[config.mk]
export PLATFORM = sky130hd
export DESIGN_NAME = nec_ir_pulse_decoder_flat
export DESIGN_NICKNAME = d
export VERILOG_FILES = /design/src/rtl/core/necir_pkg.sv /design/src/rtl/core/necir_ifs.sv /design/src/rtl/core/necir_cfg_regs.sv /design/src/rtl/core/necir_core.sv /design/src/rtl/core/necir_out_buf.sv /design/src/rtl/core/nec_ir_pulse_decoder.sv /design/src/flat_wrapper.sv
export SDC_FILE = /design/constraint.sdc
export NUM_CORES = 1
export LEC_CHECK = 0
export ABC_AREA = 0
export BUFFER_PORTS_ARGS = -buffer_cell sky130_fd_sc_hd__buf_4
export CAP_MARGIN = 20
export CORE_MARGIN = 3
export CORE_UTILIZATION = 55
export CTS_BUF_LIST = sky130_fd_sc_hd__clkbuf_8
export DETAILED_ROUTE_END_ITERATION = 12
export PLACE_DENSITY = 0.73
export SYNTH_ARGS = -nofsm -noshare
export SYNTH_HDL_FRONTEND = slang
export SYNTH_SLANG_ARGS = --single-unit
export TNS_END_PERCENT = 100
[constraint.sdc]
create_clock -name clk -period 6 [get_ports clk]
set_clock_uncertainty 0.15 [all_clocks]
set_input_delay 1.5 -clock clk [delete_from_list [all_inputs] [get_ports clk]]
set_output_delay 1.5 -clock clk [all_outputs]
set_load 0.05 [all_outputs]
[src/rtl/core/necir_pkg.sv]
// Shared types and constants of the NEC infrared pulse decoder.
package necir_pkg;

  localparam int unsigned TICK_W  = 16;
  localparam int unsigned CODE_W  = 32;
  localparam int unsigned WIN_W   = 32;
  localparam int unsigned CFG_IDX_W = 3;

  typedef logic [TICK_W-1:0]    tick_t;
  typedef logic [CODE_W-1:0]    code_t;
  typedef logic [WIN_W-1:0]     win_t;
  typedef logic [CFG_IDX_W-1:0] cfg_idx_t;

  localparam cfg_idx_t REG_LEAD_SILENCE = 3'd0;
  localparam cfg_idx_t REG_LEAD_PULSE   = 3'd1;
  localparam cfg_idx_t REG_REPEAT_PULSE = 3'd2;
  localparam cfg_idx_t REG_BIT_SILENCE  = 3'd3;
  localparam cfg_idx_t REG_ZERO_PULSE   = 3'd4;
  localparam cfg_idx_t REG_ONE_PULSE    = 3'd5;

  localparam win_t RST_LEAD_SILENCE = 32'd655368000;
  localparam win_t RST_LEAD_PULSE   = 32'd327684000;
  localparam win_t RST_REPEAT_PULSE = 32'd163842000;
  localparam win_t RST_BIT_SILENCE  = 32'd47186320;
  localparam win_t RST_ZERO_PULSE   = 32'd47186320;
  localparam win_t RST_ONE_PULSE    = 32'd131073400;

  typedef struct packed {
    win_t lead_silence_window;
    win_t lead_pulse_window;
    win_t repeat_pulse_window;
    win_t bit_silence_window;
    win_t zero_pulse_window;
    win_t one_pulse_window;
  } necir_cfg_t;

  typedef struct packed {
    code_t code_word;
    logic  is_repeat;
    logic  frame_done;
  } necir_result_t;

endpackage

[src/rtl/core/necir_ifs.sv]
// Channel interfaces of the NEC infrared pulse decoder.
interface necir_in_if;
  import necir_pkg::*;
  logic  valid;
  logic  ready;
  tick_t edge_time;
  logic  last_edge;
  modport source (output valid, output edge_time, output last_edge, input ready);
  modport sink (input valid, input edge_time, input last_edge, output ready);
endinterface

interface necir_out_if;
  import necir_pkg::*;
  logic  valid;
  logic  ready;
  code_t code_word;
  logic  is_repeat;
  logic  frame_done;
  modport source (output valid, output code_word, output is_repeat, output frame_done,
                  input ready);
  modport sink (input valid, input code_word, input is_repeat, input frame_done,
                output ready);
endinterface

interface necir_cfg_if;
  import necir_pkg::*;
  logic     valid;
  logic     ready;
  cfg_idx_t index;
  win_t     data;
  modport source (output valid, output index, output data, input ready);
  modport sink (input valid, input index, input data, output ready);
endinterface

[src/rtl/core/necir_cfg_regs.sv]
// Window configuration registers of the NEC infrared pulse decoder.
module necir_cfg_regs
  import necir_pkg::*;
(
  input  logic        clk,
  input  logic        rst_n,
  necir_cfg_if.sink   cfg_if,
  output necir_cfg_t  cfg
);

  necir_cfg_t cfg_r;

  assign cfg_if.ready = 1'b1;
  assign cfg = cfg_r;

  always_ff @(posedge clk) begin
    if (!rst_n) begin
      cfg_r.lead_silence_window <= RST_LEAD_SILENCE;
      cfg_r.lead_pulse_window   <= RST_LEAD_PULSE;
      cfg_r.repeat_pulse_window <= RST_REPEAT_PULSE;
      cfg_r.bit_silence_window  <= RST_BIT_SILENCE;
      cfg_r.zero_pulse_window   <= RST_ZERO_PULSE;
      cfg_r.one_pulse_window    <= RST_ONE_PULSE;
    end else if (cfg_if.valid) begin
      case (cfg_if.index)
        REG_LEAD_SILENCE: cfg_r.lead_silence_window <= cfg_if.data;
        REG_LEAD_PULSE:   cfg_r.lead_pulse_window   <= cfg_if.data;
        REG_REPEAT_PULSE: cfg_r.repeat_pulse_window <= cfg_if.data;
        REG_BIT_SILENCE:  cfg_r.bit_silence_window  <= cfg_if.data;
        REG_ZERO_PULSE:   cfg_r.zero_pulse_window   <= cfg_if.data;
        REG_ONE_PULSE:    cfg_r.one_pulse_window    <= cfg_if.data;
        default: ;
      endcase
    end
  end

endmodule

[src/rtl/core/necir_core.sv]
// Input register and interval decoder of the NEC infrared pulse decoder.
module necir_core
  import necir_pkg::*;
#(
  parameter int unsigned FRAME_BITS = 32
) (
  input  logic          clk,
  input  logic          rst_n,
  input  logic          in_valid,
  output logic          in_ready,
  input  tick_t         edge_time,
  input  logic          last_edge,
  input  necir_cfg_t    cfg,
  input  logic          res_ready,
  output logic          res_valid,
  output necir_result_t res
);

  localparam int unsigned BITS_W = $clog2(FRAME_BITS + 1);

  typedef enum logic [1:0] {PH_IDLE, PH_INIT, PH_SIL, PH_PUL} phase_t;

  typedef logic [BITS_W-1:0] bits_t;

  logic   stage_valid_r;
  tick_t  stage_time_r;
  logic   stage_last_r;

  phase_t phase_r, phase_nxt;
  tick_t  prev_r;
  logic   have_r;
  logic   skip_r, skip_nxt;
  code_t  shift_r, shift_nxt;
  bits_t  bits_r, bits_nxt;
  logic   rep_r, rep_nxt;
  logic   fin_r, fin_nxt;

  tick_t  delta;
  logic   go;
  logic   lead_ok;

  function automatic logic in_window(input tick_t d, input win_t win);
    return (d >= win[TICK_W-1:0]) && (d <= win[WIN_W-1:TICK_W]);
  endfunction

  assign go        = stage_valid_r && (!stage_last_r || res_ready);
  assign in_ready  = !stage_valid_r || go;
  assign res_valid = go && stage_last_r;
  assign delta     = stage_time_r - prev_r;
  assign lead_ok   = in_window(delta, cfg.lead_silence_window);

  always_comb begin
    phase_nxt = phase_r;
    skip_nxt  = skip_r;
    shift_nxt = shift_r;
    bits_nxt  = bits_r;
    rep_nxt   = rep_r;
    fin_nxt   = fin_r;
    if (have_r && !fin_r) begin
      if (skip_r) begin
        skip_nxt = 1'b0;
      end else begin
        case (phase_r)
          PH_IDLE: begin
            if (lead_ok) begin
              shift_nxt = '0;
              phase_nxt = PH_INIT;
            end else begin
              skip_nxt = 1'b1;
            end
          end
          PH_INIT: begin
            if (in_window(delta, cfg.repeat_pulse_window)) begin
              bits_nxt  = '0;
              rep_nxt   = 1'b1;
              phase_nxt = PH_SIL;
            end else if (in_window(delta, cfg.lead_pulse_window)) begin
              bits_nxt  = BITS_W'(FRAME_BITS);
              rep_nxt   = 1'b0;
              phase_nxt = PH_SIL;
            end else begin
              phase_nxt = PH_IDLE;
            end
          end
          PH_SIL: begin
            if (bits_r == '0) begin
              fin_nxt   = 1'b1;
              phase_nxt = PH_IDLE;
            end else if (in_window(delta, cfg.bit_silence_window)) begin
              phase_nxt = PH_PUL;
            end else if (lead_ok) begin
              shift_nxt = '0;
              phase_nxt = PH_INIT;
            end else begin
              phase_nxt = PH_IDLE;
              skip_nxt  = 1'b1;
            end
          end
          PH_PUL: begin
            if (in_window(delta, cfg.zero_pulse_window)) begin
              shift_nxt = {shift_r[CODE_W-2:0], 1'b0};
              bits_nxt  = bits_r - 1'b1;
              phase_nxt = PH_SIL;
            end else if (in_window(delta, cfg.one_pulse_window)) begin
              shift_nxt = {shift_r[CODE_W-2:0], 1'b1};
              bits_nxt  = bits_r - 1'b1;
              phase_nxt = PH_SIL;
            end else begin
              phase_nxt = PH_IDLE;
            end
          end
          default: phase_nxt = PH_IDLE;
        endcase
      end
    end
  end

  assign res.code_word  = shift_nxt;
  assign res.is_repeat  = rep_nxt;
  assign res.frame_done = fin_nxt;

  always_ff @(posedge clk) begin
    if (in_valid && in_ready) begin
      stage_time_r <= edge_time;
      stage_last_r <= last_edge;
    end
    if (!rst_n) begin
      stage_valid_r <= 1'b0;
      phase_r       <= PH_IDLE;
      prev_r        <= '0;
      have_r        <= 1'b0;
      skip_r        <= 1'b0;
      shift_r       <= '0;
      bits_r        <= '0;
      rep_r         <= 1'b0;
      fin_r         <= 1'b0;
    end else begin
      if (in_valid && in_ready) begin
        stage_valid_r <= 1'b1;
      end else if (go) begin
        stage_valid_r <= 1'b0;
      end
      if (go) begin
        if (stage_last_r) begin
          phase_r <= PH_IDLE;
          prev_r  <= '0;
          have_r  <= 1'b0;
          skip_r  <= 1'b0;
          shift_r <= '0;
          bits_r  <= '0;
          rep_r   <= 1'b0;
          fin_r   <= 1'b0;
        end else begin
          phase_r <= phase_nxt;
          prev_r  <= stage_time_r;
          have_r  <= 1'b1;
          skip_r  <= skip_nxt;
          shift_r <= shift_nxt;
          bits_r  <= bits_nxt;
          rep_r   <= rep_nxt;
          fin_r   <= fin_nxt;
        end
      end
    end
  end

endmodule

[src/rtl/core/necir_out_buf.sv]
// Result register of the NEC infrared pulse decoder.
module necir_out_buf
  import necir_pkg::*;
(
  input  logic          clk,
  input  logic          rst_n,
  input  logic          res_valid,
  output logic          res_ready,
  input  necir_result_t res,
  necir_out_if.source   out_if
);

  logic          out_valid_r;
  necir_result_t data_r;

  assign res_ready         = !out_valid_r || out_if.ready;
  assign out_if.valid      = out_valid_r;
  assign out_if.code_word  = data_r.code_word;
  assign out_if.is_repeat  = data_r.is_repeat;
  assign out_if.frame_done = data_r.frame_done;

  always_ff @(posedge clk) begin
    if (res_valid && res_ready) begin
      data_r <= res;
    end
    if (!rst_n) begin
      out_valid_r <= 1'b0;
    end else if (res_ready) begin
      out_valid_r <= res_valid;
    end
  end

endmodule

[src/rtl/core/nec_ir_pulse_decoder.sv]
// Top level of the NEC infrared pulse decoder.
// Takes one receiver edge timestamp per cycle and decodes the interval since the previous
// edge against six programmable min/max tick windows (prologue silence, command and repeat
// prologue pulses, bit silence, zero and one pulses). An edge is held in the input
// register, where a single pass of window compares updates the decoder and the code shift
// register; an edge marked last loads one result into the output register once that register
// can accept it, so a result passes the input register and then the output register. Sustained
// rate is one edge per cycle, limited only by the result register when the sink stalls.
// Windows may be written only while no edge is in flight.
module nec_ir_pulse_decoder
  import necir_pkg::*;
#(
  parameter int unsigned FRAME_BITS = 32
) (
  input  logic        clk,
  input  logic        rst_n,
  necir_in_if.sink    in_if,
  necir_out_if.source out_if,
  necir_cfg_if.sink   cfg_if
);

  necir_cfg_t    cfg;
  necir_result_t res;
  logic          res_valid;
  logic          res_ready;

  necir_cfg_regs u_cfg (
    .clk    (clk),
    .rst_n  (rst_n),
    .cfg_if (cfg_if),
    .cfg    (cfg)
  );

  necir_core #(
    .FRAME_BITS (FRAME_BITS)
  ) u_core (
    .clk       (clk),
    .rst_n     (rst_n),
    .in_valid  (in_if.valid),
    .in_ready  (in_if.ready),
    .edge_time (in_if.edge_time),
    .last_edge (in_if.last_edge),
    .cfg       (cfg),
    .res_ready (res_ready),
    .res_valid (res_valid),
    .res       (res)
  );

  necir_out_buf u_out (
    .clk       (clk),
    .rst_n     (rst_n),
    .res_valid (res_valid),
    .res_ready (res_ready),
    .res       (res),
    .out_if    (out_if)
  );

  a_res_lands: assert property (@(posedge clk) disable iff (!rst_n)
    res_valid |=> out_if.valid)
    else $error("result item not captured in output register");

  a_no_overwrite: assert property (@(posedge clk) disable iff (!rst_n)
    (out_if.valid && !out_if.ready) |-> !res_valid)
    else $error("result item issued while output register is stalled");

  a_cfg_open: assert property (@(posedge clk) disable iff (!rst_n)
    cfg_if.ready)
    else $error("configuration write stalled");

endmodule

[src/flat_wrapper.sv]
// flat-port wrapper written by rule: the top's interface ports become plain ports
module nec_ir_pulse_decoder_flat import necir_pkg::*;
#(
  parameter int unsigned FRAME_BITS = 32
)
  (clk, rst_n, in_if_valid, in_if_edge_time, in_if_last_edge, in_if_ready, out_if_valid, out_if_code_word, out_if_is_repeat, out_if_frame_done, out_if_ready, cfg_if_valid, cfg_if_index, cfg_if_data, cfg_if_ready);
  necir_in_if in_if_i ();
  necir_out_if out_if_i ();
  necir_cfg_if cfg_if_i ();
  input  logic clk;
  input  logic rst_n;
  input wire logic [$bits(in_if_i.valid)-1:0] in_if_valid;
  input wire logic [$bits(in_if_i.edge_time)-1:0] in_if_edge_time;
  input wire logic [$bits(in_if_i.last_edge)-1:0] in_if_last_edge;
  output wire logic [$bits(in_if_i.ready)-1:0] in_if_ready;
  output wire logic [$bits(out_if_i.valid)-1:0] out_if_valid;
  output wire logic [$bits(out_if_i.code_word)-1:0] out_if_code_word;
  output wire logic [$bits(out_if_i.is_repeat)-1:0] out_if_is_repeat;
  output wire logic [$bits(out_if_i.frame_done)-1:0] out_if_frame_done;
  input wire logic [$bits(out_if_i.ready)-1:0] out_if_ready;
  input wire logic [$bits(cfg_if_i.valid)-1:0] cfg_if_valid;
  input wire logic [$bits(cfg_if_i.index)-1:0] cfg_if_index;
  input wire logic [$bits(cfg_if_i.data)-1:0] cfg_if_data;
  output wire logic [$bits(cfg_if_i.ready)-1:0] cfg_if_ready;
  assign in_if_i.valid = in_if_valid;
  assign in_if_i.edge_time = in_if_edge_time;
  assign in_if_i.last_edge = in_if_last_edge;
  assign in_if_ready = in_if_i.ready;
  assign out_if_valid = out_if_i.valid;
  assign out_if_code_word = out_if_i.code_word;
  assign out_if_is_repeat = out_if_i.is_repeat;
  assign out_if_frame_done = out_if_i.frame_done;
  assign out_if_i.ready = out_if_ready;
  assign cfg_if_i.valid = cfg_if_valid;
  assign cfg_if_i.index = cfg_if_index;
  assign cfg_if_i.data = cfg_if_data;
  assign cfg_if_ready = cfg_if_i.ready;
  nec_ir_pulse_decoder #(.FRAME_BITS(FRAME_BITS)) u_core (.clk(clk), .rst_n(rst_n), .in_if(in_if_i), .out_if(out_if_i), .cfg_if(cfg_if_i));
endmodule
After elaboration in Yosys (flattened, before gate mapping)
Index checks and enable logic that the tools add are counted.
{"block": "word_totals", "reg_bits": 305, "latchBits": 0, "ramBits": 0, "romBits": 0, "input_bits": 57, "output_inout_bits": 37, "elab_cells": 131, "n_memories": 0}
{"block": "op_classes", "n_addsub": 2, "multipliers": 0, "div": 0, "order_cmp": 12, "n_eq_ne": 12, "shift": 0, "mux": 51, "bitwise_logic": 0, "n_reduce_logical": 33}
{"op": "32-bit 2-to-1 mux", "count": 8}
{"op": "16-bit >= comparator", "count": 6}
{"op": "16-bit less-or-equal comparator", "count": 6}
{"op": "32-bit one-hot mux with 3 select lines", "count": 1}
{"op": "6-bit 2-to-1 mux", "count": 7}
{"op": "1-bit 2-to-1 mux", "count": 21}
{"op": "2-bit 2-to-1 mux", "count": 10}
{"op": "16-bit 2-to-1 mux", "count": 1}
{"op": "16-bit subtractor", "count": 1}
{"op": "2-bit AND reduction", "count": 7}
{"op": "6-bit one-hot mux with 2 select lines", "count": 1}
{"op": "1-bit logical AND", "count": 11}
{"op": "4-bit != test (second input constant)", "count": 2}
{"op": "2-bit one-hot mux with 4 select lines", "count": 1}
{"op": "3-bit by 2-bit equality test with 1-bit output (second input constant)", "count": 2}
{"op": "3-bit equality test (second input constant)", "count": 2}
{"op": "6-bit logical NOT", "count": 1}
{"op": "6-bit AND reduction", "count": 1}
{"op": "6-bit by 1-bit subtractor with 6-bit output (second input constant)", "count": 1}
{"op": "2-bit equality test (second input constant)", "count": 2}
{"op": "1-bit logical NOT", "count": 4}
{"op": "4-bit AND reduction", "count": 1}
{"op": "2-bit nonzero test", "count": 2}
{"op": "3-bit by 1-bit equality test with 1-bit output (second input constant)", "count": 1}
{"op": "8 further kinds", "count": 10}

Longest topological paths before layout
Gate-level depths: netlist (run 1).
{"block": "depth", "word_depth": 10, "ltp_mapped": 22, "mapped_depth_nobuf": 20}

Cells and area by module
From an unflattened synthesis (run 1), not the netlist that was laid out.
{"block": "unflattened", "hier_cells": 1927, "hier_area_um2": 17768.3}
{"module": "necir_core", "n_inst": 1, "cells_each": 1194, "area_each_um2": 9386.5, "seq_area_each_um2": 1731.7}
{"module": "necir_cfg_regs", "n_inst": 1, "cells_each": 694, "area_each_um2": 7303.3, "seq_area_each_um2": 3843.7}
{"module": "necir_out_buf", "n_inst": 1, "cells_each": 39, "area_each_um2": 1078.5, "seq_area_each_um2": 1041.0}

Worst setup path before layout (run 1)
Ideal clock, no wire load.
{"block": "synth_path", "path_type": "register to register", "from": "register u_core.u_core.stage_time_r[0]", "to": "register u_core.u_out.data_r (netlist bit u_core.u_out.out_if.code_word[10]) (data pin)", "setup_time_ps": 256, "arrival_ps": 4350, "required_ps": 5594, "path_slack_ps": 1243, "path_stages_with_launch": 21, "n_path_buf": 2, "path_cell_list": "edfxtp_1 -> inv_1 -> ha_1 -> fa_1 -> nor2b_1 -> o21a_1 -> o21ai_1 -> a21oi_1 -> o2111ai_1 -> a31oi_1 -> xor2_1 -> ha_1 -> and4_1 -> a221o_1 -> a31oi_1 -> a211o_1 -> o21ai_4 -> and2_1 -> buf_6 -> buf_6 -> a22o_1"}
{"element": "from (decl)", "line_no": "necir_core.sv:26", "text": "tick_t stage_time_r;"}
{"element": "from (signal assigned)", "line_no": "necir_core.sv:124", "text": "stage_time_r <= edge_time;"}
{"element": "to (signal assigned)", "line_no": "necir_out_buf.sv:24", "text": "data_r <= res;"}
{"element": "to (decl)", "line_no": "necir_out_buf.sv:14", "text": "necir_result_t data_r;"}

==> summary.txt, run 1 <==
Timing
  – Fin. Hold Viols: 0
  – Slew headroom: 25.1%
  – Slew @ Worst Pin: 1.12 ns
  – Period Utilization, post-route: 87.1%
  – Final Critical Period: 5.23 ns
  – Slew Viols, Final: 0
  – Setup violations, final: 0
  – RSZ-0062 raised after global routing: no
  – Setup TNS: 0 ns
  – Max Clk Rate: 0.191 GHz

Worst setup path
  – Critical Path Source: u_core.u_core.stage_time_r[0]$_DFFE_PP_
  – Critical Path Start Type: register
  – CP Buf/Inv Count: 3
  – CP Max Fanout: 31
  – Reg2reg setup slack: 0.77 ns
  – Reg2Reg Depth: 21
  – Slowest stage delay, CP: 0.52 ns
  – Cells along the critical path: inv_1 > ha_1 > fa_1 > nor2b_1 > o21a_1 > o21ai_1 > a21oi_1 > o2111ai_1 > a31oi_1 > or4b_1 > nand3_1 > buf_4 > ha_1 > a21o_1 > a221o_1 > o31ai_2 > o211a_1 > nand2_1 > a2bb2oi_2 > buf_4 > a22o_1
  – Kind of critical path: register to register
  – Worst path required time: 6.19 ns
  – Critical path's slowest cell: or4b_1
  – CP endpoint kind: register
  – FF-to-FF End: u_core.u_out.out_if.code_word[4]$_DFFE_PP_
  – Top delay family on crit path: compound AO/OA/AOI/OAI gates
  – Worst EP arrival: 5.42 ns
  – R2r startpoint: u_core.u_core.stage_time_r[0]$_DFFE_PP_

Synthesis
  – Syn Std Cell Area: 16400 um^2
  – Area share of fa/ha/maj cells after synthesis: 16.1%
  – EDFF count, synth: 51
  – Cells after synthesis: 1900
  – Avg Cell Area, Syn: 8.63 um^2
  – Count of different cell masters after synthesis: 81
  – Largest family of logic cells by synthesized area: compound AO/OA/AOI/OAI gates
  – FF+latch count, synth: 305
  – Mux cell area share after synthesis: 0.122%
  – Seq/Total Area, Yosys: 40.3%
  – Ys flop type: dfxtp_1
  – Syn Nets: 2167
  – Post-synthesis xor/xnor area fraction: 0.801%
  – Synth Area in Compound Gates: 19.9%
  – Async SR Flop Fraction: 0%
  – Post-Synth Simple-Gate Area: 15.4%
  – Synth Warn #: 0

Detailed routing
  – Number of detailed-route iterations in the first pass: 5
  – DR DRC count: 0
  – WL/cell: 17.7 um
  – Final wirelength: 42.8 mm
  – DRT iter0 DRCs: 1025
  – DR vias: 13800
  – Vias per inst: 5.72
  – Routed Antenna Nets: 0

Worst hold path
  – Hold path endpoint: u_core.u_core.rep_r$_SDFFE_PN0P_
  – Hold Crit Class: register to register
  – Hold Path Stages: 2
  – Hold wc startpoint: u_core.u_core.rep_r$_SDFFE_PN0P_

Outcome
  – Run status: complete, no violations

Layout
  – Area grow syn2layout: 13.0%
  – Nets: 2258
  – Leading cell type in the layout, fill and taps excluded: nand2_1
  – Commonest cells after routing, fill and taps aside: nand2_1, dfxtp_1, inv_1
  – Layout cell share with drive strength beyond 1: 11.0%
  – Cell Count, Final, Fillers Out: 2417
  – Ant diodes: 0

Clock network
  – CTS tree: built
  – CTS Sinks: 305
  – Clk slew on worst S/H paths: 0.06 ns
  – H-tree levels: 2
  – CTS root buffer: clkbuf_8
  – Post-CTS setup buffer count: 0
  – TritonCTS Buffers: 53
  – Clk buf depth: 3
  – Worst-Skew Late Latency: 0.59 ns
  – Cts hold-fix bufs: 0
  – PostCTS Resize Cnt: 0

Global routing
  – Vias in the first global route: 13300
  – Most Crowded Layer GR: met2
  – Global-route usage over all layers: 26.8%
  – M2 GR Usage: 46.1%
  – GR Util met1: 34.3%
  – Largest net degree at the start of global routing: 100
  – Initial antenna violation count: 0
  – Met3 Use GR: 4.09%
  – First-pass GRT wire length: 68.2 mm
  – Gr ovfl total: 0

Floorplanning
  – Core ar.: 29000 um^2
  – I/O Pins: 94
  – Die H: 179 um
  – Initial Utilization: 56.5%
  – Num rows: 62
  – Die area: 31900 um^2
  – Die width: 179 um

Power and ir drop
  – Peak VDD IR: 0.179 mV
  – Pwr per Cell Area: 275 nW/um^2
  – Leakage: 7.64 nW

Flow run
  – Max-capacitance violation count: 0

Place
  – Placed Cells: 2318
  – Port bufs: 92
  – DP HPWL: 29.2 mm
  – GP Congestion: 0.928
==> state kept, by name (all words and copies together), names as in the netlist, 2 cells and up <==
signal                         cells
u_core.u_core.phase_r              2
u_core.u_core.shift_r             32
u_core.u_cfg.cfg                 192
u_core.u_out.out_if.code_word     32
u_core.u_core.prev_r              16
u_core.u_core.bits_r               6
u_core.u_core.stage_time_r        16
==> cell families (layout without fill, tap and decap cells) <==
group | count (synthesis) | count (layout)
fa+ha+maj | 210 | 210
compound gates | 496 | 496
flops | 305 | 305
simple gates | 569 | 569
buf+inv | 302 | 435
xor+xnor | 15 | 15
other cells | 1 | 1
mux | 2 | 2
==> worst max-delay path by stage <==
| stage | to | slack, ns | cells past startpoint |
|---|---|---|---|
| finish | u_core.u_out.out_if.code_word[4]$_DFFE_PP_ | 0.77 | 21 |
| floorplan | u_core.u_out.out_if.code_word[10]$_DFFE_PP_ | 1.24 | 20 |
| global placement | u_core.u_out.out_if.code_word[14]$_DFFE_PP_ | 0.55 | 20 |
| detailed placement | u_core.u_out.out_if.code_word[4]$_DFFE_PP_ | 0.40 | 21 |
| global route | u_core.u_out.out_if.code_word[4]$_DFFE_PP_ | 0.40 | 21 |
| CTS | u_core.u_out.out_if.code_word[4]$_DFFE_PP_ | 0.39 | 21 |
==> Yosys cell counts, drive strengths merged (12+ instances only) <==
cell type / number / area, um^2
nand3: 39 / 195
nand2: 388 / 1460
nor3: 15 / 80.1
edfxtp: 51 / 1530
o21ai: 37 / 200
xnor2: 12 / 105
inv: 215 / 807
nor2: 28 / 105
a22o: 62 / 543
a21oi: 224 / 1120
buf: 16 / 143
a211oi: 13 / 103
clkbuf: 71 / 267
a21o: 21 / 158
o211ai: 69 / 523
nand4: 30 / 194
dfxtp: 254 / 5080
ha: 209 / 2620
nor2b: 13 / 81.3
==> cell type report <==
type	count	area, um^2
Tap cell	384	480
Sequential cell	305	6620
Clock inverter	33	210
Fill cell	2453	10500
Clock buffer	64	881
Inverter	215	810
Timing Repair Buffer	123	943
Multi-Input combinational cell	1293	8590
==> through the flow <==
step / area, um^2 / hold slack, ns / total power, mW / utilization [%] / worst slack (ns)
after global routing: 18500 / 0.320 / 5.36 / 63.9 / 0.401
after detailed placement: 17400 / 0.292 / 3.21 / 60.0 / 0.401
after global placement: 17400 / 0.286 / 3.17 / 60.0 / 0.550
final: 18500 / 0.300 / 5.10 / 63.9 / 0.773
after CTS: 18500 / 0.299 / 5.13 / 63.8 / 0.392
after floorplan: 16400 / 0.278 / 2.85 / - / 1.24
==> power by group <==
| group | switching [mW] | internal [mW] |
|---|---|---|
| registers | 0.0236 | 2.13 |
| clock network | 0.862 | 1.06 |
| logic | 0.643 | 0.389 |
==> layer usage <==
metal  part of all wire (%)  wire length, um  vias up
met5                      0                0        -
met4                    3.0             1280        0
met3                    6.1             2610       98
met2                     48            20500      429
met1                     43            18400     6483
li1                       -                -     6826
==> worst min-delay path: cells and delay by family (launching register included) <==
| kind | cells | cell delay, ns |
|---|---|---|
| flip-flops | 1 | 0.30 |
| AND/OR/NAND/NOR | 1 | 0.05 |
| AO/OA/AOI/OAI | 1 | 0.05 |
No activity file was read; power rests on OpenSTA's default activity.
==> run 2, diff against run 1 <==
BUFFER_PORTS_ARGS = default   (was -buffer_cell sky130_fd_sc_hd__buf_4)
DONT_BUFFER_PORTS = 1   (was default)
PLACE_DENSITY = 0.7   (was 0.73)
SLEW_MARGIN = 30   (was default)
SYNTH_HIERARCHICAL = 1   (was default)
==> run 2 against run 1 <==
Routed wire length is 3.4% higher. Sequential cell count unchanged. Count of clock-buffer cells in the layout shrank 2. Synthesized area rose by 8.3%. Largest power group unchanged.
==> summary.txt, run 2 <==
Synthesis
  – Top post-synthesis cells by area: dfxtp_1, ha_1, mux2i_1
  – Top-count cell post-synth: dfxtp_1
  – Async SR Flop Fraction: 0%
  – Cell taking the most area after synthesis: dfxtp_1
  – Syn Nets: 2194
  – Avg Cell Area, Syn: 9.22 um^2
  – EDFF count, synth: 51
  – Top cells by count, synth: dfxtp_1, inv_1, nand2_1
  – Syn Std Cell Area: 17800 um^2
  – Cells after synthesis: 1927
  – Ys flop type: dfxtp_1
  – FF+latch count, synth: 305
  – Count of different cell masters after synthesis: 88
  – Post-synth top area share: 28.6%
  – Synth Warn #: 6
  – Seq/Total Area, Yosys: 37.2%

Layout
  – Max FFs per register: 192
  – Commonest cells after routing, fill and taps aside: inv_1, dfxtp_1, nand2_1
  – Layout cell share with drive strength beyond 1: 7.26%
  – Area grow syn2layout: 7.12%
  – Nets: 2184
  – Design area: 19000 um^2
  – Leading cell type in the layout, fill and taps excluded: inv_1

Detailed routing
  – Number of detailed-route iterations in the first pass: 6
  – Final wirelength: 44.3 mm
  – DR DRC count: 0
  – Vias per inst: 5.82
  – Routed Antenna Nets: 0
  – DR vias: 13700
  – WL/cell: 18.8 um
  – DRT iter0 DRCs: 1001

Power and ir drop
  – Pwr per Cell Area: 260 nW/um^2
  – Peak VDD IR: 0.184 mV
  – Pwr Total: 4.95 mW
  – Leakage: 8.40 nW

Timing
  – Period Utilization, post-route: 91.3%
  – Max Clk Rate: 0.183 GHz
  – Slew @ Worst Pin: 1.00 ns
  – Slew Viols, Final: 0
  – Slew headroom: 33.2%
  – Fin. Hold Viols: 0
  – Final Critical Period: 5.48 ns
  – RSZ-0062 raised after global routing: no
  – Setup TNS: 0 ns
  – Setup violations, final: 0

Outcome
  – Run status: complete, no violations

Worst setup path
  – Cells along the critical path: inv_1 > ha_1 > fa_1 > nor2b_1 > o21a_1 > o21ai_0 > a21oi_1 > o2111ai_1 > nand3b_1 > xor2_1 > buf_4 > ha_1 > nand2_1 > o21ai_0 > a211oi_1 > o21ai_0 > o211ai_2 > a31oi_4 > nor2_4 > a221oi_1
  – CP endpoint kind: register
  – Worst EP arrival: 5.75 ns
  – Critical Path Start Type: register
  – Critical path's slowest cell: a211oi_1
  – Slowest stage delay, CP: 0.63 ns
  – Crit-path most repeated cell: o21ai_0
  – Reg2Reg Depth: 20
  – Worst path required time: 6.27 ns
  – Kind of critical path: register to register
  – CP Max Fanout: 17

Worst hold path
  – Hold Crit Class: register to register
  – Hold Path Stages: 2

Flow run
  – Max-capacitance violation count: 0

Clock network
  – CTS tree: built
  – Worst-Skew Late Latency: 0.59 ns
  – CTS Sinks: 305
  – Clk slew on worst S/H paths: 0.06 ns
  – Cts hold-fix bufs: 0
  – H-tree levels: 2
  – TritonCTS Buffers: 53
  – Clk buf depth: 3
  – CTS root buffer: clkbuf_8

Place
  – Placed cell area: 18000 um^2
  – DP HPWL: 30.4 mm
  – GP Congestion: 0.941
  – Port bufs: 0

Floorplanning
  – Die area: 34500 um^2
  – Die width: 186 um
  – I/O Pins: 94
  – Initial Utilization: 56.0%
  – Num rows: 65
  – Die H: 186 um
  – Core ar.: 31700 um^2

Global routing
  – Global-route usage over all layers: 25.6%
  – Vias in the first global route: 13400
  – First-pass GRT wire length: 70.7 mm
  – Largest net degree at the start of global routing: 251
  – Gr ovfl total: 0
  – Initial antenna violation count: 1
==> run 2: changes by cell type after synthesis, moves of 42 or more <==
cell / previous run / this run
a21oi_1: 224 / 89
nor2b_1: 13 / 91
nand2_1: 388 / 246
a22o_1: 62 / 14
mux2i_1: 2 / 192
o211ai_1: 68 / 26
==> run 2: cell families (layout without fill, tap and decap cells) <==
logic type / Yosys count / count (layout) / synth area share [%]
and+or+nand+nor: 533 / 533 / 15.1
buffers and inverters: 339 / 368 / 7.89
AOI/OAI and AO/OA: 333 / 333 / 13.4
DFF: 305 / 305 / 37.2
adders and majority gates: 210 / 210 / 14.8
muxes: 192 / 192 / 10.8
xor gates and xnor gates: 14 / 14 / 0.690
other: 1 / 2 / 0.0211
==> run 2: metal layers <==
| layer | wire length (um) | track usage (%) | part of all wire [%] | vias up |
|---|---|---|---|---|
| li1 | - | - | - | 6712 |
| met1 | 19300 | 33.1 | 44 | 6561 |
| met2 | 21300 | 43.8 | 48 | 360 |
| met3 | 2340 | 4.14 | 5.3 | 94 |
| met4 | 1300 | 8.34 | 2.9 | 0 |
| met5 | 0 | 0 | 0 | - |
==> run 2: critical path, delay by kind of cell, from the launching register on <==
family	cells	cell delay, ns
DFF	1	0.34
adders and majority gates	3	0.92
buffers and inverters	2	0.36
xor gates and xnor gates	1	0.22
and+or+nand+nor	4	0.92
AOI/OAI and AO/OA	10	2.39
==> run 2: worst paths after layout <==
| check | startpoint | endpoint | slack (ns) |
|---|---|---|---|
| setup / recovery | u_core/u_core/stage_time_r[0]$_DFFE_PP_ | u_core/u_core/shift_r[9]$_SDFFE_PN0P_ | 0.52 |
| hold reg to reg | u_core/u_core/prev_r[8]$_SDFFE_PN0P_ | u_core/u_core/prev_r[8]$_SDFFE_PN0P_ | 0.30 |
| hold / removal | u_core/u_core/prev_r[8]$_SDFFE_PN0P_ | u_core/u_core/prev_r[8]$_SDFFE_PN0P_ | 0.30 |
| setup reg to reg | u_core/u_core/stage_time_r[0]$_DFFE_PP_ | u_core/u_core/shift_r[9]$_SDFFE_PN0P_ | 0.52 |
==> run 2: repair_timing <==
action                                  4_1_cts  5_1_grt
setup buffers                                 0        0
gates resized for setup                       0        1
endpoints found under the setup margin        0        5
==> run 2: area by class of cell <==
class,instances,area [um^2]
Fill cell,2790,12700
Multi-Input combinational cell,1283,9800
Sequential cell,305,6620
Inverter,248,931
Clock buffer,62,853
Tap cell,402,503
Timing Repair Buffer,26,195
Clock inverter,32,136
Antenna cell,1,2.50
==> run 2: through the flow <==
stage / setup WS (ns) / hold WS [ns] / std cells / utilization, %
final: 0.523 / 0.300 / 2359 / 60.0
after global routing: 0.180 / 0.319 / 2359 / 60.0
after CTS: 0.391 / 0.301 / 2358 / 59.9
after detailed placement: 0.401 / 0.294 / 2264 / 56.8
after global placement: 0.617 / 0.289 / 2264 / 56.8
after floorplan: 1.21 / 0.282 / 1927 / -
==> run 2: power breakdown <==
| group | internal, mW | switching, mW | leakage [nW] |
|---|---|---|---|
| Sequential | 2.13 | 0.0448 | 2.55 |
| Combinational | 0.369 | 0.636 | 5.26 |
| Clock | 0.934 | 0.841 | 0.589 |
